`config.mk`:
```
export PLATFORM = sky130hd
export DESIGN_NAME = percent_escape_expander
export DESIGN_NICKNAME = d
export VERILOG_FILES = /design/src/sv/pee_pkg.sv /design/src/sv/pee_ctrl.sv /design/src/sv/pee_datapath.sv /design/src/sv/percent_escape_expander.sv
export SDC_FILE = /design/constraint.sdc
export NUM_CORES = 1
export LEC_CHECK = 0
export ABC_CLOCK_PERIOD_IN_PS = 7350
export BUFFER_PORTS_ARGS = -buffer_cell sky130_fd_sc_hd__buf_2
export CORE_UTILIZATION = 65
export CTS_BUF_LIST = sky130_fd_sc_hd__clkbuf_2
export CTS_CLUSTER_DIAMETER = 200
export CTS_CLUSTER_SIZE = 10
export DETAILED_ROUTE_END_ITERATION = 16
export PLACE_DENSITY = 0.8
export SLEW_MARGIN = 20
export SYNTH_ARGS = -nofsm -noshare
export SYNTH_HDL_FRONTEND = slang
export SYNTH_SLANG_ARGS = --single-unit
```
`constraint.sdc`:
```
create_clock -name clock -period 7.35 [get_ports clock]
set_input_delay 1.1025 -clock clock [delete_from_list [all_inputs] [get_ports clock]]
set_output_delay 1.1025 -clock clock [all_outputs]
set_load 0.01 [all_outputs]
```
`src/sv/pee_pkg.sv`:
```
// ----------------------------------------------------------------------------
// pee_pkg: shared types and constants of the percent escape expander
// Holds the character codes, register indexes, budget limit, the controller
// state type and the command and status structs between the two halves.
// ----------------------------------------------------------------------------
package pee_pkg;

   // Longest command string; the output budget never exceeds twice this.
   localparam int MAX_LEN    = 4096;
   // Numbers with more digits than this are dropped.
   localparam int MAX_DIGITS = 5;

   // A 16-bit number has at most five decimal digits.
   localparam int NUM_DIGITS = 5;
   localparam int CNT_W      = 3;
   localparam int CW_W       = 14;

   localparam int BUDGET_CAP_RAW = 2 * MAX_LEN;
   localparam logic [CW_W-1:0] BUDGET_CAP =
      CW_W'((BUDGET_CAP_RAW > 16383) ? 16383 : BUDGET_CAP_RAW);

   // floor(v / 10) == (v * 52429) >> 19 for every 16-bit v.
   localparam logic [15:0] RECIP_TEN = 16'd52429;
   localparam int          RECIP_SHIFT = 19;

   localparam logic [7:0] CH_PERCENT = 8'h25;
   localparam logic [7:0] CH_A       = 8'h61;
   localparam logic [7:0] CH_V       = 8'h76;
   localparam logic [7:0] CH_ZERO    = 8'h30;
   localparam logic [7:0] CH_NONE    = 8'h00;

   localparam logic [1:0] CSR_AUDIO  = 2'd0;
   localparam logic [1:0] CSR_VIDEO  = 2'd1;
   localparam logic [1:0] CSR_BUDGET = 2'd2;

   typedef enum logic [2:0] {
      ST_IDLE,
      ST_DECODE,
      ST_CONV,
      ST_PLAN,
      ST_EMIT
   } state_type;

   typedef struct packed {
      logic load_item;
      logic plan_chars;
      logic load_num;
      logic conv_step;
      logic plan_num;
      logic emit;
   } dp_cmd_type;

   typedef struct packed {
      logic is_number;
      logic conv_last;
      logic emit_none;
      logic emit_one;
      logic out_free;
   } dp_status_type;

endpackage

```
`src/sv/pee_ctrl.sv`:
```
// ----------------------------------------------------------------------------
// pee_ctrl: sequencer of the percent escape expander
// Walks each request through decode, digit conversion and budget planning
// (numbers only) and emission; sends a command word per cycle to the datapath.
// ----------------------------------------------------------------------------
module pee_ctrl
   import pee_pkg::*;
(
   input  logic          clock,
   input  logic          reset,
   input  logic          req_tvalid,
   output logic          req_tready,
   input  dp_status_type status,
   output dp_cmd_type    cmd
);

   state_type state_ff;
   state_type state_in;

   always_ff @(posedge clock) begin
      if (reset) begin
         state_ff <= ST_IDLE;
      end else begin
         state_ff <= state_in;
      end
   end

   always_comb begin
      state_in = state_ff;
      case (state_ff)
         ST_IDLE: begin
            if (req_tvalid) begin
               state_in = ST_DECODE;
            end
         end
         ST_DECODE: begin
            state_in = status.is_number ? ST_CONV : ST_EMIT;
         end
         ST_CONV: begin
            if (status.conv_last) begin
               state_in = ST_PLAN;
            end
         end
         ST_PLAN: begin
            state_in = ST_EMIT;
         end
         ST_EMIT: begin
            if (status.emit_none) begin
               state_in = ST_IDLE;
            end else if (status.out_free && status.emit_one) begin
               state_in = ST_IDLE;
            end
         end
         default: begin
            state_in = ST_IDLE;
         end
      endcase
   end

   always_comb begin
      cmd        = '0;
      req_tready = 1'b0;
      case (state_ff)
         ST_IDLE: begin
            req_tready    = 1'b1;
            cmd.load_item = req_tvalid;
         end
         ST_DECODE: begin
            cmd.load_num   = status.is_number;
            cmd.plan_chars = !status.is_number;
         end
         ST_CONV: begin
            cmd.conv_step = 1'b1;
         end
         ST_PLAN: begin
            cmd.plan_num = 1'b1;
         end
         ST_EMIT: begin
            cmd.emit = !status.emit_none && status.out_free;
         end
         default: begin
         end
      endcase
   end

endmodule

```
`src/sv/pee_datapath.sv`:
```
// ----------------------------------------------------------------------------
// pee_datapath: registers and arithmetic of the percent escape expander
// Holds configuration, escape and budget state, the digit converter, the
// emission slots and the result register.
// ----------------------------------------------------------------------------
module pee_datapath
   import pee_pkg::*;
#(
   parameter int MAX_LEN    = pee_pkg::MAX_LEN,
   parameter int MAX_DIGITS = pee_pkg::MAX_DIGITS
)
(
   input  logic          clock,
   input  logic          reset,
   input  dp_cmd_type    cmd,
   output dp_status_type status,
   input  logic [7:0]    req_tdata,
   input  logic          req_tlast,
   input  logic          csr_we,
   input  logic [1:0]    csr_index,
   input  logic [15:0]   csr_wdata,
   output logic          rsp_tvalid,
   input  logic          rsp_tready,
   output logic [7:0]    rsp_tdata,
   output logic [1:0]    rsp_tuser,
   output logic          rsp_tlast
);

   // The budget never exceeds twice the longest string, nor the register.
   localparam int              LEN_CAP_RAW = 2 * MAX_LEN;
   localparam logic [CW_W-1:0] LEN_CAP     =
      CW_W'((LEN_CAP_RAW > 16383) ? 16383 : LEN_CAP_RAW);

   logic [15:0]     audio_ff, audio_in;
   logic [15:0]     video_ff, video_in;
   logic [CW_W-1:0] budget_ff, budget_in;
   logic            pending_ff, pending_in;
   logic [CW_W-1:0] cw_ff, cw_in;
   logic [7:0]      char_ff, char_in;
   logic            fin_ff, fin_in;
   logic [15:0]     value_ff, value_in;
   logic [CNT_W-1:0] ndig_ff, ndig_in;
   logic [NUM_DIGITS-1:0][7:0] slot_ff, slot_in;
   logic [CNT_W-1:0] emit_cnt_ff, emit_cnt_in;
   logic            marker_ff, marker_in;
   logic            rsp_valid_ff, rsp_valid_in;
   logic [7:0]      rsp_char_ff, rsp_char_in;
   logic            rsp_cv_ff, rsp_cv_in;
   logic            rsp_last_ff, rsp_last_in;
   logic            rsp_end_ff, rsp_end_in;

   logic [CW_W-1:0] budget_eff;
   logic [CW_W:0]   cw_ext;
   logic [CW_W:0]   be_ext;
   logic            fit1;
   logic            fit2;
   logic            num_fits;
   logic [31:0]     prod;
   logic [12:0]     quot;
   logic [16:0]     quot_ten;
   logic [3:0]      rem;
   logic [1:0]      want;
   logic [7:0]      ch0;
   logic [7:0]      ch1;
   logic            set_pend;
   logic [CNT_W-1:0] chars_cnt;

   always_ff @(posedge clock) begin
      if (reset) begin
         audio_ff     <= '0;
         video_ff     <= '0;
         budget_ff    <= '0;
         pending_ff   <= 1'b0;
         cw_ff        <= '0;
         emit_cnt_ff  <= '0;
         rsp_valid_ff <= 1'b0;
      end else begin
         audio_ff     <= audio_in;
         video_ff     <= video_in;
         budget_ff    <= budget_in;
         pending_ff   <= pending_in;
         cw_ff        <= cw_in;
         emit_cnt_ff  <= emit_cnt_in;
         rsp_valid_ff <= rsp_valid_in;
      end
   end

   always_ff @(posedge clock) begin
      char_ff     <= char_in;
      fin_ff      <= fin_in;
      value_ff    <= value_in;
      ndig_ff     <= ndig_in;
      slot_ff     <= slot_in;
      marker_ff   <= marker_in;
      rsp_char_ff <= rsp_char_in;
      rsp_cv_ff   <= rsp_cv_in;
      rsp_last_ff <= rsp_last_in;
      rsp_end_ff  <= rsp_end_in;
   end

   // Budget checks and one step of division by ten.
   always_comb begin
      budget_eff = (budget_ff < LEN_CAP) ? budget_ff : LEN_CAP;
      cw_ext     = {1'b0, cw_ff};
      be_ext     = {1'b0, budget_eff};
      fit1       = cw_ff < budget_eff;
      fit2       = (cw_ext + 15'd1) < be_ext;
      num_fits   = ({1'b0, ndig_ff} <= 4'(MAX_DIGITS))
                   && ((cw_ext + 15'(ndig_ff)) <= be_ext);
      prod       = value_ff * RECIP_TEN;
      quot       = prod[31:RECIP_SHIFT];
      quot_ten   = 17'({quot, 3'b000}) + 17'({quot, 1'b0});
      rem        = 4'({1'b0, value_ff} - quot_ten);
   end

   // What a plain character request writes, before the budget is applied.
   always_comb begin
      want     = 2'd1;
      ch0      = char_ff;
      ch1      = char_ff;
      set_pend = 1'b0;
      if (pending_ff) begin
         ch0 = CH_PERCENT;
         if (char_ff != CH_PERCENT) begin
            want = 2'd2;
         end
      end else if (char_ff == CH_PERCENT && !fin_ff) begin
         want     = 2'd0;
         set_pend = 1'b1;
      end
      case (want)
         2'd0:    chars_cnt = '0;
         2'd1:    chars_cnt = CNT_W'(fit1);
         default: chars_cnt = CNT_W'(fit1) + CNT_W'(fit2);
      endcase
   end

   always_comb begin
      audio_in     = audio_ff;
      video_in     = video_ff;
      budget_in    = budget_ff;
      pending_in   = pending_ff;
      cw_in        = cw_ff;
      char_in      = char_ff;
      fin_in       = fin_ff;
      value_in     = value_ff;
      ndig_in      = ndig_ff;
      slot_in      = slot_ff;
      emit_cnt_in  = emit_cnt_ff;
      marker_in    = marker_ff;
      rsp_valid_in = rsp_valid_ff;
      rsp_char_in  = rsp_char_ff;
      rsp_cv_in    = rsp_cv_ff;
      rsp_last_in  = rsp_last_ff;
      rsp_end_in   = rsp_end_ff;

      if (csr_we) begin
         case (csr_index)
            CSR_AUDIO:  audio_in  = csr_wdata;
            CSR_VIDEO:  video_in  = csr_wdata;
            CSR_BUDGET: budget_in = csr_wdata[CW_W-1:0];
            default: begin
            end
         endcase
      end

      if (cmd.load_item) begin
         char_in = req_tdata;
         fin_in  = req_tlast;
      end

      if (cmd.load_num) begin
         value_in = (char_ff == CH_A) ? audio_ff : video_ff;
         ndig_in  = '0;
      end

      // Digits come out least significant first and are pushed in at the
      // bottom, so the most significant one ends up in slot zero.
      if (cmd.conv_step) begin
         value_in = {3'b000, quot};
         ndig_in  = ndig_ff + CNT_W'(1);
         for (int i = NUM_DIGITS - 1; i > 0; i--) begin
            slot_in[i] = slot_ff[i-1];
         end
         slot_in[0] = CH_ZERO | {4'b0000, rem};
      end

      if (cmd.plan_chars) begin
         pending_in = set_pend;
         slot_in[0] = ch0;
         slot_in[1] = ch1;
         marker_in  = 1'b0;
         emit_cnt_in = chars_cnt;
         cw_in      = cw_ff + CW_W'(chars_cnt);
         if (fin_ff) begin
            cw_in = '0;
            if (chars_cnt == '0) begin
               emit_cnt_in = CNT_W'(1);
               marker_in   = 1'b1;
               slot_in[0]  = CH_NONE;
            end
         end
      end

      if (cmd.plan_num) begin
         pending_in  = 1'b0;
         marker_in   = 1'b0;
         emit_cnt_in = num_fits ? ndig_ff : '0;
         cw_in       = num_fits ? (cw_ff + CW_W'(ndig_ff)) : cw_ff;
         if (fin_ff) begin
            cw_in = '0;
            if (!num_fits) begin
               emit_cnt_in = CNT_W'(1);
               marker_in   = 1'b1;
               slot_in[0]  = CH_NONE;
            end
         end
      end

      if (cmd.emit) begin
         rsp_valid_in = 1'b1;
         rsp_char_in  = slot_ff[0];
         rsp_cv_in    = !marker_ff;
         rsp_last_in  = emit_cnt_ff == CNT_W'(1);
         rsp_end_in   = (emit_cnt_ff == CNT_W'(1)) && fin_ff;
         emit_cnt_in  = emit_cnt_ff - CNT_W'(1);
         for (int i = 0; i < NUM_DIGITS - 1; i++) begin
            slot_in[i] = slot_ff[i+1];
         end
      end else if (rsp_tready) begin
         rsp_valid_in = 1'b0;
      end
   end

   assign status.is_number = pending_ff && (char_ff == CH_A || char_ff == CH_V);
   assign status.conv_last = value_ff < 16'd10;
   assign status.emit_none = emit_cnt_ff == '0;
   assign status.emit_one  = emit_cnt_ff == CNT_W'(1);
   assign status.out_free  = !rsp_valid_ff || rsp_tready;

   assign rsp_tvalid = rsp_valid_ff;
   assign rsp_tdata  = rsp_char_ff;
   assign rsp_tuser  = {rsp_end_ff, rsp_cv_ff};
   assign rsp_tlast  = rsp_last_ff;

   // A new result may only overwrite a slot that is empty or being taken.
   emit_into_free_slot: assert property (@(posedge clock) disable iff (reset)
      cmd.emit |-> (!rsp_valid_ff || rsp_tready))
      else $error("result register overwritten while still held");

   // The end of a string is always the last result of its request.
   end_is_run_last: assert property (@(posedge clock) disable iff (reset)
      (rsp_valid_ff && rsp_end_ff) |-> rsp_last_ff)
      else $error("text end flagged on a result that is not run last");

   // A final request leaves no escape or budget state behind.
   final_clears_state: assert property (@(posedge clock) disable iff (reset)
      ((cmd.plan_chars || cmd.plan_num) && fin_ff) |=> (cw_ff == '0 && !pending_ff))
      else $error("state not cleared after final request");

   // Conversion never produces more digits than a 16-bit value has.
   digit_count_bound: assert property (@(posedge clock) disable iff (reset)
      cmd.conv_step |-> (ndig_ff < CNT_W'(NUM_DIGITS)))
      else $error("digit converter ran past five digits");

endmodule

```
`src/sv/percent_escape_expander.sv`:
```
// ----------------------------------------------------------------------------
// percent_escape_expander: streaming expander of percent escapes
// Takes a command string one byte per request and returns the expanded text
// one byte per response, within a per-string output budget.
// ----------------------------------------------------------------------------
// Each request carries one byte of a command string in req_tdata, with
// req_tlast on the byte that ends it. A pair "%%" becomes "%", "%a" and "%v"
// become the decimal text of the audio and video numbers (no leading zeros),
// a '%' followed by any other byte becomes '%' and that byte, and a '%' that
// ends the string becomes '%'. The number of bytes written per string is held
// to the output budget (capped at twice the longest string length): a single
// byte that does not fit is dropped, and a number is written only when all of
// its digits fit. Every response carries one byte; rsp_tlast marks the last
// response caused by a request, and a request can cause none (an escape that
// is still open). The final request of a string always causes at least one
// response: if it writes no byte, a bare end marker with char_valid low and
// a zero byte is sent; the last response of the string has text_end high.
// The block works on one request at a time. A request that writes plain bytes
// passes through accept, decode and emit; a number escape passes through
// accept, decode, a divide-by-ten step that converts one digit per cycle,
// budget planning and emit. Emission stalls while the result register is
// held by the consumer. Configuration is to be written by the user through
// csr_we/csr_index/csr_wdata between requests; the block itself does not
// enforce this. Index 0 is the audio number, 1 the video number, 2 the
// output budget; other indexes are ignored. The configuration registers and
// the escape, budget and output state reset to zero. The parameter MAX_LEN
// sets the budget cap and MAX_DIGITS the longest number that is ever written.
// ----------------------------------------------------------------------------
module percent_escape_expander
   import pee_pkg::*;
#(
   parameter int MAX_LEN    = pee_pkg::MAX_LEN,
   parameter int MAX_DIGITS = pee_pkg::MAX_DIGITS
)
(
   input  logic        clock,
   input  logic        reset,
   // Request channel.
   input  logic        req_tvalid,
   output logic        req_tready,
   input  logic [7:0]  req_tdata,   // [7:0] char_code
   input  logic        req_tlast,   // is_final
   // Response channel.
   output logic        rsp_tvalid,
   input  logic        rsp_tready,
   output logic [7:0]  rsp_tdata,   // [7:0] out_char
   output logic [1:0]  rsp_tuser,   // [0] char_valid, [1] text_end
   output logic        rsp_tlast,   // run_last
   // Configuration write port.
   input  logic        csr_we,
   input  logic [1:0]  csr_index,
   input  logic [15:0] csr_wdata
);

   dp_cmd_type    cmd;
   dp_status_type status;

   // The sequencer decides what happens each cycle; the datapath acts only on
   // its command word and configuration writes and reports five status bits.
   pee_ctrl u_ctrl (
      .clock      (clock),
      .reset      (reset),
      .req_tvalid (req_tvalid),
      .req_tready (req_tready),
      .status     (status),
      .cmd        (cmd)
   );

   pee_datapath #(
      .MAX_LEN    (MAX_LEN),
      .MAX_DIGITS (MAX_DIGITS)
   ) u_datapath (
      .clock      (clock),
      .reset      (reset),
      .cmd        (cmd),
      .status     (status),
      .req_tdata  (req_tdata),
      .req_tlast  (req_tlast),
      .csr_we     (csr_we),
      .csr_index  (csr_index),
      .csr_wdata  (csr_wdata),
      .rsp_tvalid (rsp_tvalid),
      .rsp_tready (rsp_tready),
      .rsp_tdata  (rsp_tdata),
      .rsp_tuser  (rsp_tuser),
      .rsp_tlast  (rsp_tlast)
   );

endmodule

```
# ---- After elaboration in Yosys (flattened, before gate mapping)
# Cells that the tools add are included.
dict set report op_classes {
  n_reduce_logical 30
  n_shift 0
  bitwise_logic 0
  multipliers 1
  magnitude_cmp 6
  eq_ne 16
  muxes 54
  div 0
  n_addsub 9
}
# operator n
set ops {}
lappend ops {{two-way mux 14 bit} 6}
lappend ops {{two-way mux 32 bit} 2}
lappend ops {{two-way mux 8 bit} 6}
lappend ops {{two-way mux 3 bit} 15}
lappend ops {{multiplier 16 x 16 -> 32 bit, second input constant} 1}
lappend ops {{two-way mux 16 bit} 2}
lappend ops {{adder 14 x 3 -> 14 bit} 2}
lappend ops {{two-way mux 13 bit} 2}
lappend ops {{equality test 8 x 7 -> 1 bit, second input constant} 2}
lappend ops {{< comparator 16 x 4 -> 1 bit, second input constant} 1}
lappend ops {{two-way mux 1 bit} 16}
lappend ops {{adder 14 x 1 -> 15 bit, second input constant} 1}
lappend ops {{adder 14 x 3 -> 15 bit} 1}
lappend ops {{<= comparator 15 x 14 -> 1 bit} 1}
lappend ops {{< comparator 15 x 14 -> 1 bit} 1}
lappend ops {{one-hot mux 3 bit (5 select lines)} 1}
lappend ops {{< comparator 14 bit} 1}
lappend ops {{< comparator 14 bit, second input constant} 1}
lappend ops {{zero test 3 bit} 3}
lappend ops {{equality test 8 x 6 -> 1 bit, second input constant} 1}
lappend ops {{!= test 8 x 6 -> 1 bit, second input constant} 1}
lappend ops {{AND reduction 2 bit} 4}
lappend ops {{nonzero test 2 bit} 4}
lappend ops {{equality test 3 x 1 -> 1 bit, second input constant} 2}
lappend ops {{21 further kinds} 39}
dict set report word_totals {
  ramBits 0
  in_bits 32
  n_memories 0
  output_inout_bits 13
  latch_bits 0
  romBits 0
  regBits 148
}

# ---- Depth between registers and ports, before layout
# Gate-level depths: netlist (run 1).
dict set report logic_depth {
  ltp_word 14
  depth_mapped 25
}

# ---- Hierarchy
# From an unflattened synthesis (run 1), not the netlist that was laid out.
dict set report unflattened {
  hier_cells 1374
  hier_area_um2 12871.1
}
# module n_inst cells_per_inst area_per_inst_um2
set by_module_without_submodules {}
lappend by_module_without_submodules {pee_datapath 1 1349 12639.6}
lappend by_module_without_submodules {pee_ctrl 1 25 231.5}

# ---- Least setup slack after synthesis (run 1)
# Ideal clock, no wire load.
dict set report synth_path {
  path_type {reg-to-reg}
  start {reg u_datapath.value_ff[6]}
  end {reg u_datapath.slot_ff[2] (netlist bit)}
  setup_time_ns 0.122
  slack_ns 1.377
  t_required_ns 7.228
  stages_incl_launch_ff 25
  arrival_ns 5.851
  cell_sequence {edfxtp_1 -> inv_1 -> ha_1 -> inv_1 -> fa_1 -> inv_1 -> fa_1 -> fa_1 -> fa_1 -> inv_1 -> fa_1 -> inv_1 -> ha_1 -> or3_1 -> o21ai_0 -> a21oi_1 -> a221oi_2 -> nand2b_1 -> xor2_1 -> ha_1 -> xor2_1 -> nor2_1 -> a21oi_1 -> nor3_1 -> a221o_1}
}
# element line_no
set synth_lines {}
lappend synth_lines {{from (decl)} pee_datapath.sv:41} ;# logic [15:0] value_ff, value_in;
lappend synth_lines {{from (signal assigned)} pee_datapath.sv:91} ;# value_ff <= value_in;
lappend synth_lines {{to (signal assigned)} pee_datapath.sv:93} ;# slot_ff <= slot_in;
lappend synth_lines {{to (decl)} pee_datapath.sv:43} ;# logic [NUM_DIGITS-1:0][7:0] slot_ff, slot_in;

==> run summary, run 1 <==
Status = finished clean
Top cells by area, synth = ha_1 19%, edfxtp_1 17%, fa_1 13%, dfxtp_1 13%, inv_1 5.6%
Post-synth EDFFs = 69
Yosys top cell area share = 19.5%
CP delay by family, top = adder cells
Total vias in the final route = 9,325
Static Leak = 6.18 nW
Seq/Total Area, Yosys = 29.3%
Yosys Warn Count = 0
Mapped cell area = 12,500 sq um
Vias in the first global route = 9,230
Final setup viols = 0
Crit path max-delay cell type = edfxtp_1
Crit path max fanout = 6
Critical Path End Type = register
Routed WL = 28,400 um
Most frequent cell after synthesis = ha_1
Most common flop cell mapped by yosys = dfxtp_1
WL/cell = 18.0 um
Clock buffer depth = 2
Antenna Nets Post-Route = 0
Synthesized area per cell = 9.51 sq um
Detail-routed via count per cell = 5.92
Iteration-0 DRC Markers = 745
Min Clock Period, post-route = 6480 ps
Dpl ws = 903 ps
TritonCTS clock tree = built
Initial Utilization = 66.5%
Fmax = 154 MHz
Post-synth top cells = 194 x ha_1, 186 x inv_1, 146 x nand2_1
RSZ-0062 raised after global routing = no
Hold Crit Class = reg2reg
CP Data Arrival Time = 7160 ps
Yosys cell types = 77
Core area = 18,800 sq um
Row cnt = 50
Crit start category = register
Die area = 19,800 sq um
First-pass GRT wire length = 46,600 um
Final Hold Viols = 0
Max incr delay on CP = 540 ps
Power Density = 127 nW/um^2
Share of cells above drive strength 1 = 8.87%
CTS Root Cell = clkbuf_2
Pre-Repair DR Iteration Count = 6
Crit path buffers/inverters = 5
Mapped Cells = 1,312
Hold Buf Count CTS = 0
Clk sink count = 148
NumNets Final = 1,637
Post-cts resize count = 0
H-tree depth = 4
Hpwl dp = 22,500 um
CP required = 8030 ps
Post-route setup slack = 872 ps
Setup TNS Final = 0 ps
Die width = 141 um
Asr flop ratio synth = 0%
Total clock buffers created by CTS = 17
Die span in y = 141 um
Hold_ws = 469 ps
Reg clk slew, reported paths = 240 ps
Drt drc = 0
VDD IR max = 165 uV
Clock latency on the worst-skew pair = 770 ps
Area leader, netlist = ha_1
Final Max Slew Viols = 0
Clock skew = 34.8 ps
Slew headroom = 29.7%
Initial antenna violation count = 0
Seq cells post-synth = 148
Postcts setup bufs = 0
Maxcap violations = 0
Synth-to-layout area growth = 4.72%
Worst Max-Slew Pin Slew = 1050 ps
Antenna cells = 0
Remaining global-route overflow = 0
Ratio of final minimum period to clock period = 88.1%
Worst path cell trace = inv_1, ha_1, inv_1, fa_1, inv_1, fa_1, fa_1, fa_1, inv_1, fa_1, inv_1, ha_1, or3_1, o21ai_0, a21oi_1, a221oi_2, nand2b_1, xor2_1, ha_1, xor2_1, nor2_1, a21oi_1, nor3_1, a221o_1
Gr usage total = 30.3%
Largest net degree at the start of global routing = 63
Kind of critical path = reg2reg
I/O pin count = 45
I/O Buffers = 44
Gpl congestion = 0.955
Post-Syn Nets = 1,620
routing by layer:
layer	global-route usage [%]	part of all wire, %	vias up	wire length (um)
li1	-	-	4507	-
met5	0	0	-	0
met3	5.33	6.4	32	1830
met4	7.49	1.5	0	419
met1	41.8	45	4452	12700
met2	49.8	47	334	13500
cell usage in the layout (no fill, tap or decap), types with 4 or more instances in the layout:
| cell type | count |
|---|---|
| ha_1 | 194 |
| inv_1 | 186 |
| nand2_1 | 146 |
| a21oi_1 | 94 |
| fa_1 | 82 |
| dfxtp_1 | 79 |
| edfxtp_1 | 69 |
| nor2_1 | 67 |
| buf_2 | 44 |
| nand3_1 | 27 |
| o21ai_0 | 26 |
| xor2_1 | 24 |
| nor3_1 | 22 |
| xnor2_1 | 22 |
| o21ai_1 | 21 |
| clkbuf_2 | 18 |
| a22o_1 | 16 |
| a211oi_1 | 15 |
| mux2i_1 | 14 |
| o21a_1 | 10 |
| nor2b_1 | 9 |
| a222oi_1 | 8 |
| or3_1 | 8 |
| nand2b_1 | 7 |
| nand4_1 | 7 |
| a21o_1 | 7 |
| or2_2 | 7 |
| and3_1 | 6 |
| buf_4 | 6 |
| o211ai_1 | 5 |
| nor3b_1 | 5 |
| and2_1 | 5 |
| inv_6 | 5 |
| nor4_1 | 4 |
| mux2_2 | 4 |
| inv_8 | 4 |
layout make-up:
cell class / count / area (sq um)
flip-flops and latches: 148 / 3650
clock buffers: 18 / 90.1
multi-input cells: 923 / 7900
well taps: 234 / 293
repair buffers: 50 / 265
inverters: 189 / 709
clock inverters: 14 / 156
fillers: 1475 / 5700
registers in the layout (all words and copies together) (netlist names):
| register | cells |
|---|---|
| u_datapath.slot_ff | 40 |
| u_datapath.audio_ff | 16 |
| u_datapath.value_ff | 16 |
| u_datapath.video_ff | 16 |
| u_datapath.budget_ff | 14 |
| u_datapath.cw_ff | 14 |
| u_datapath.ch1 | 8 |
| u_datapath.rsp_tdata | 8 |
| u_ctrl.state_ff | 3 |
| u_datapath.emit_cnt_ff | 3 |
| u_datapath.ndig_ff | 3 |
| u_datapath.fin_ff | 1 |
| u_datapath.marker_ff | 1 |
| u_datapath.pending_ff | 1 |
| u_datapath.rsp_cv_ff | 1 |
| u_datapath.rsp_end_ff | 1 |
| u_datapath.rsp_tlast | 1 |
| u_datapath.rsp_tvalid | 1 |
report_power, final:
group,internal (mW),switching [mW]
Combinational,0.0797,0.121
Sequential,0.918,0.0395
Clock,0.144,0.351
worst register-to-register path, cell delays in order (launching register included):
cell and delay [ps]:
edfxtp_1 540, inv_1 70, ha_1 370, inv_1 90
fa_1 530, inv_1 50, fa_1 530, fa_1 530
fa_1 540, inv_1 60, fa_1 530, inv_1 40
ha_1 330, or3_1 390, o21ai_0 80, a21oi_1 100
a221oi_2 340, nand2b_1 130, xor2_1 170, ha_1 330
xor2_1 150, nor2_1 50, a21oi_1 140, nor3_1 60
a221o_1 270
stage by stage:
step                      std cells  util, %  area (sq um)  total power [mW]
after floorplan                1312        -         12500              1.10
after global placement         1544     68.3         12800              1.16
after detailed placement       1544     68.3         12800              1.17
after CTS                      1576     69.6         13100              1.66
after global routing           1576     69.6         13100              1.72
final                          1576     69.6         13100              1.65
kinds of logic (layout without fill, tap and decap cells):
| kind of cell | count (synthesis) | in the layout | share of synthesized area (%) |
|---|---|---|---|
| simple gates | 337 | 337 | 12.4 |
| fa+ha+maj | 276 | 276 | 32.6 |
| compound gates | 245 | 245 | 13.4 |
| buf+inv | 241 | 271 | 7.44 |
| flops | 148 | 148 | 29.3 |
| xor+xnor | 47 | 47 | 3.36 |
| mux | 18 | 18 | 1.48 |
worst paths after layout:
kind / start / cells past startpoint / end / slack, ps
max: u_datapath.value_ff[7] / 24 / u_datapath.slot_ff[2] / 870
min: u_datapath.video_ff[2] / 2 / u_datapath.video_ff[2] / 470
max reg2reg: u_datapath.value_ff[7] / 24 / u_datapath.slot_ff[2] / 870
min reg2reg: u_datapath.video_ff[2] / 2 / u_datapath.video_ff[2] / 470
(Power assumes the default switching activity.)
==> inputs of run 2 (changes only) <==
--- a/config.mk
+++ b/config.mk
@@ -5,14 +5,14 @@
 export SDC_FILE = /design/constraint.sdc
 export NUM_CORES = 1
 export LEC_CHECK = 0
-export ABC_CLOCK_PERIOD_IN_PS = 7350
+export ABC_CLOCK_PERIOD_IN_PS = 7160
 export BUFFER_PORTS_ARGS = -buffer_cell sky130_fd_sc_hd__buf_2
-export CORE_UTILIZATION = 65
+export CORE_UTILIZATION = 50
 export CTS_BUF_LIST = sky130_fd_sc_hd__clkbuf_2
 export CTS_CLUSTER_DIAMETER = 200
 export CTS_CLUSTER_SIZE = 10
 export DETAILED_ROUTE_END_ITERATION = 16
-export PLACE_DENSITY = 0.8
+export PLACE_DENSITY = 0.64
 export SLEW_MARGIN = 20
 export SYNTH_ARGS = -nofsm -noshare
 export SYNTH_HDL_FRONTEND = slang
==> constraint.sdc (replaced) <==
create_clock -name clock -period 7.16 [get_ports clock]
set_input_delay 1.074 -clock clock [delete_from_list [all_inputs] [get_ports clock]]
set_output_delay 1.074 -clock clock [all_outputs]
set_load 0.01 [all_outputs]
==> run 2 against run 1 <==
  * Clock power grew 4%
  * Worst setup slack got worse by 210 ps
  * Largest power group unchanged
  * Critical endpoint unchanged
  * Worst hold slack about the same
  * Register-to-register slack worse by 210 ps
  * Clock-buffer cell count down 1
  * Global-route usage down 6.6 points
  * Cell area is 1.0% higher
==> run summary, run 2 (synthesized netlist as in run 1, its figures left out) <==
Final Hold Viols = 0 (unchanged)
Hold wc startpoint = req_tdata[7] (was u_datapath.video_ff[2])
Hpwl dp = 23,200 um (was 22,500 um)
Clock skew = 58.1 ps (was 34.8 ps)
Worst path cell trace = inv_1, ha_1, inv_1, fa_1, inv_1, fa_1, fa_1, fa_1, inv_1, fa_1, inv_1, ha_1, or3_1, o21ai_0, a21oi_1, a221oi_2, nand2b_1, xor2_1, ha_1, xor2_1, nor2_1, a21oi_1, nor3_1, a221o_1 (unchanged)
Status = finished clean (unchanged)
Clock latency on the worst-skew pair = 780 ps (was 770 ps)
I/O pin count = 45 (unchanged)
Hold Crit Class = in2reg (was reg2reg)
Min-Delay Endpoint = u_datapath.ch1[7] (was u_datapath.video_ff[2])
Hold_ws = 469 ps (about the same)
Drt drc = 0 (unchanged)
Final setup viols = 0 (unchanged)
Remaining global-route overflow = 0 (unchanged)
CP Data Arrival Time = 7160 ps (about the same)
Die span in y = 160 um (was 141 um)
I/O Buffers = 44 (unchanged)
Largest net degree at the start of global routing = 69 (was 63)
Total clock buffers created by CTS = 17 (unchanged)
Antenna Nets Post-Route = 0 (unchanged)
Kind of critical path = reg2reg (unchanged)
Crit path max-delay cell type = fa_1 (was edfxtp_1)
Dpl ws = 725 ps (was 903 ps)
Gpl congestion = 0.958 (was 0.955)
Maxcap violations = 0 (unchanged)
TritonCTS clock tree = built (unchanged)
Synth-to-layout area growth = 5.79% (was 4.72%)
Static Leak = 6.18 nW (about the same)
Setup TNS Final = 0 ps (unchanged)
Post-cts resize count = 0 (unchanged)
Sequential cell area = 3650 sq um (unchanged)
Row cnt = 57 (was 50)
CTS Root Cell = clkbuf_2 (unchanged)
Reg-to-Reg Start = u_datapath.value_ff[7] (unchanged)
Clk sink count = 148 (unchanged)
Final Max Slew Viols = 0 (unchanged)
Min Clock Period, post-route = 6500 ps (was 6480 ps)
Largest register by flop count = u_datapath.slot_ff (unchanged)
Share of cells above drive strength 1 = 8.87% (unchanged)
Reg2reg path depth = 24 (unchanged)
Max incr delay on CP = 540 ps (about the same)
Crit start category = register (unchanged)
Iteration-0 DRC Markers = 550 (was 745)
Die width = 160 um (was 141 um)
Detail-routed via count per cell = 5.49 (was 5.92)
Postcts setup bufs = 0 (unchanged)
Reg clk slew, reported paths = 280 ps (was 240 ps)
Initial Utilization = 51.1% (was 66.5%)
Commonest non-fill, non-tap cell in the layout = ha_1 (unchanged)
Core area = 24,400 sq um (was 18,800 sq um)
Gr usage total = 23.8% (was 30.3%)
Die area = 25,600 sq um (was 19,800 sq um)
H-tree depth = 4 (unchanged)
Ratio of final minimum period to clock period = 90.7% (was 88.1%)
Routed WL = 28,900 um (was 28,400 um)
RSZ-0062 raised after global routing = no (unchanged)
Most frequent cells in the layout = 194 x ha_1, 186 x inv_1, 146 x nand2_1 (unchanged)
Power Density = 129 nW/um^2 (was 127 nW/um^2)
Hold Buf Count CTS = 0 (unchanged)
Reg2reg end = u_datapath.slot_ff[2] (unchanged)
Hold path cells = 1 (was 2)
Initial antenna violation count = 1 (was 0)
Worst Max-Slew Pin Slew = 1070 ps (was 1050 ps)
R2R Setup Slk = 660 ps (was 870 ps)
Total vias in the final route = 9,157 (was 9,325)
WL/cell = 17.3 um (was 18.0 um)
NumNets Final = 1,637 (unchanged)
CP required = 7820 ps (was 8030 ps)
Fmax = 154 MHz (about the same)
FILL cells = 2,301 (was 1,475)
Multi-input gate area = 7900 sq um (unchanged)
Critical Path End Type = register (unchanged)
Pre-Repair DR Iteration Count = 6 (unchanged)
Post-route setup slack = 663 ps (was 872 ps)
Slew headroom = 28.7% (was 29.7%)
Vias in the first global route = 9,099 (was 9,230)
Largest register FFs = 40 (unchanged)
Clock buffer depth = 2 (unchanged)
Crit path max fanout = 6 (unchanged)
First-pass GRT wire length = 47,800 um (was 46,600 um)
VDD IR max = 97.4 uV (was 165 uV)
## run 2: metrics by stage
step	instances	power, mW	util (%)	instance area (sq um)
finish	1667	1.70	54.1	13200
global route	1667	1.78	54.1	13200
CTS	1666	1.71	54.1	13200
detailed placement	1634	1.20	53.0	12900
global placement	1634	1.20	53.0	12900
floorplan	1312	1.13	-	12500
## run 2: critical path, delay by kind of cell, from the launching register on
kind            cells  cell delay, ps
simple gates        4             620
xor+xnor            2             390
buf+inv             5             300
fa+ha+maj           8            3650
flops               1             530
compound gates      5             930
## run 2: metal layers
metal  GRT usage (%)  wire length [um]  vias up
met2            36.7             12700      211
li1                -                 -     4505
met4            7.23               724        0
met1            33.9             14000     4401
met3            4.29              1420       40
met5               0                 0        -
## run 2: where the power goes
part	internal [mW]	leakage, nW	switching [mW]
clock	0.126	0.158	0.388
sequential	0.942	1.29	0.0396
combinational	0.0819	4.73	0.122
## run 2: layout make-up
class                      instances  area share, %
clock buffer                      17          0.645
timing repair buffer              50           2.01
clock inverter                    15           1.36
tap                              324           3.07
antenna                            1         0.0190
inverter                         189           5.38
multi-input combinational        923           59.8
sequential                       148           27.7
## run 2: worst max path at each step
stage / cells after the start / to / startpoint
final: 24 / u_datapath.slot_ff[2] / u_datapath.value_ff[7]
after global routing: 24 / u_datapath.slot_ff[2] / u_datapath.value_ff[7]
after CTS: 24 / u_datapath.slot_ff[2] / u_datapath.value_ff[7]
after detailed placement: 24 / u_datapath.slot_ff[2] / u_datapath.value_ff[7]
after global placement: 24 / u_datapath.slot_ff[2] / u_datapath.value_ff[6]
after floorplan: 24 / u_datapath.slot_ff[2] / u_datapath.value_ff[6]
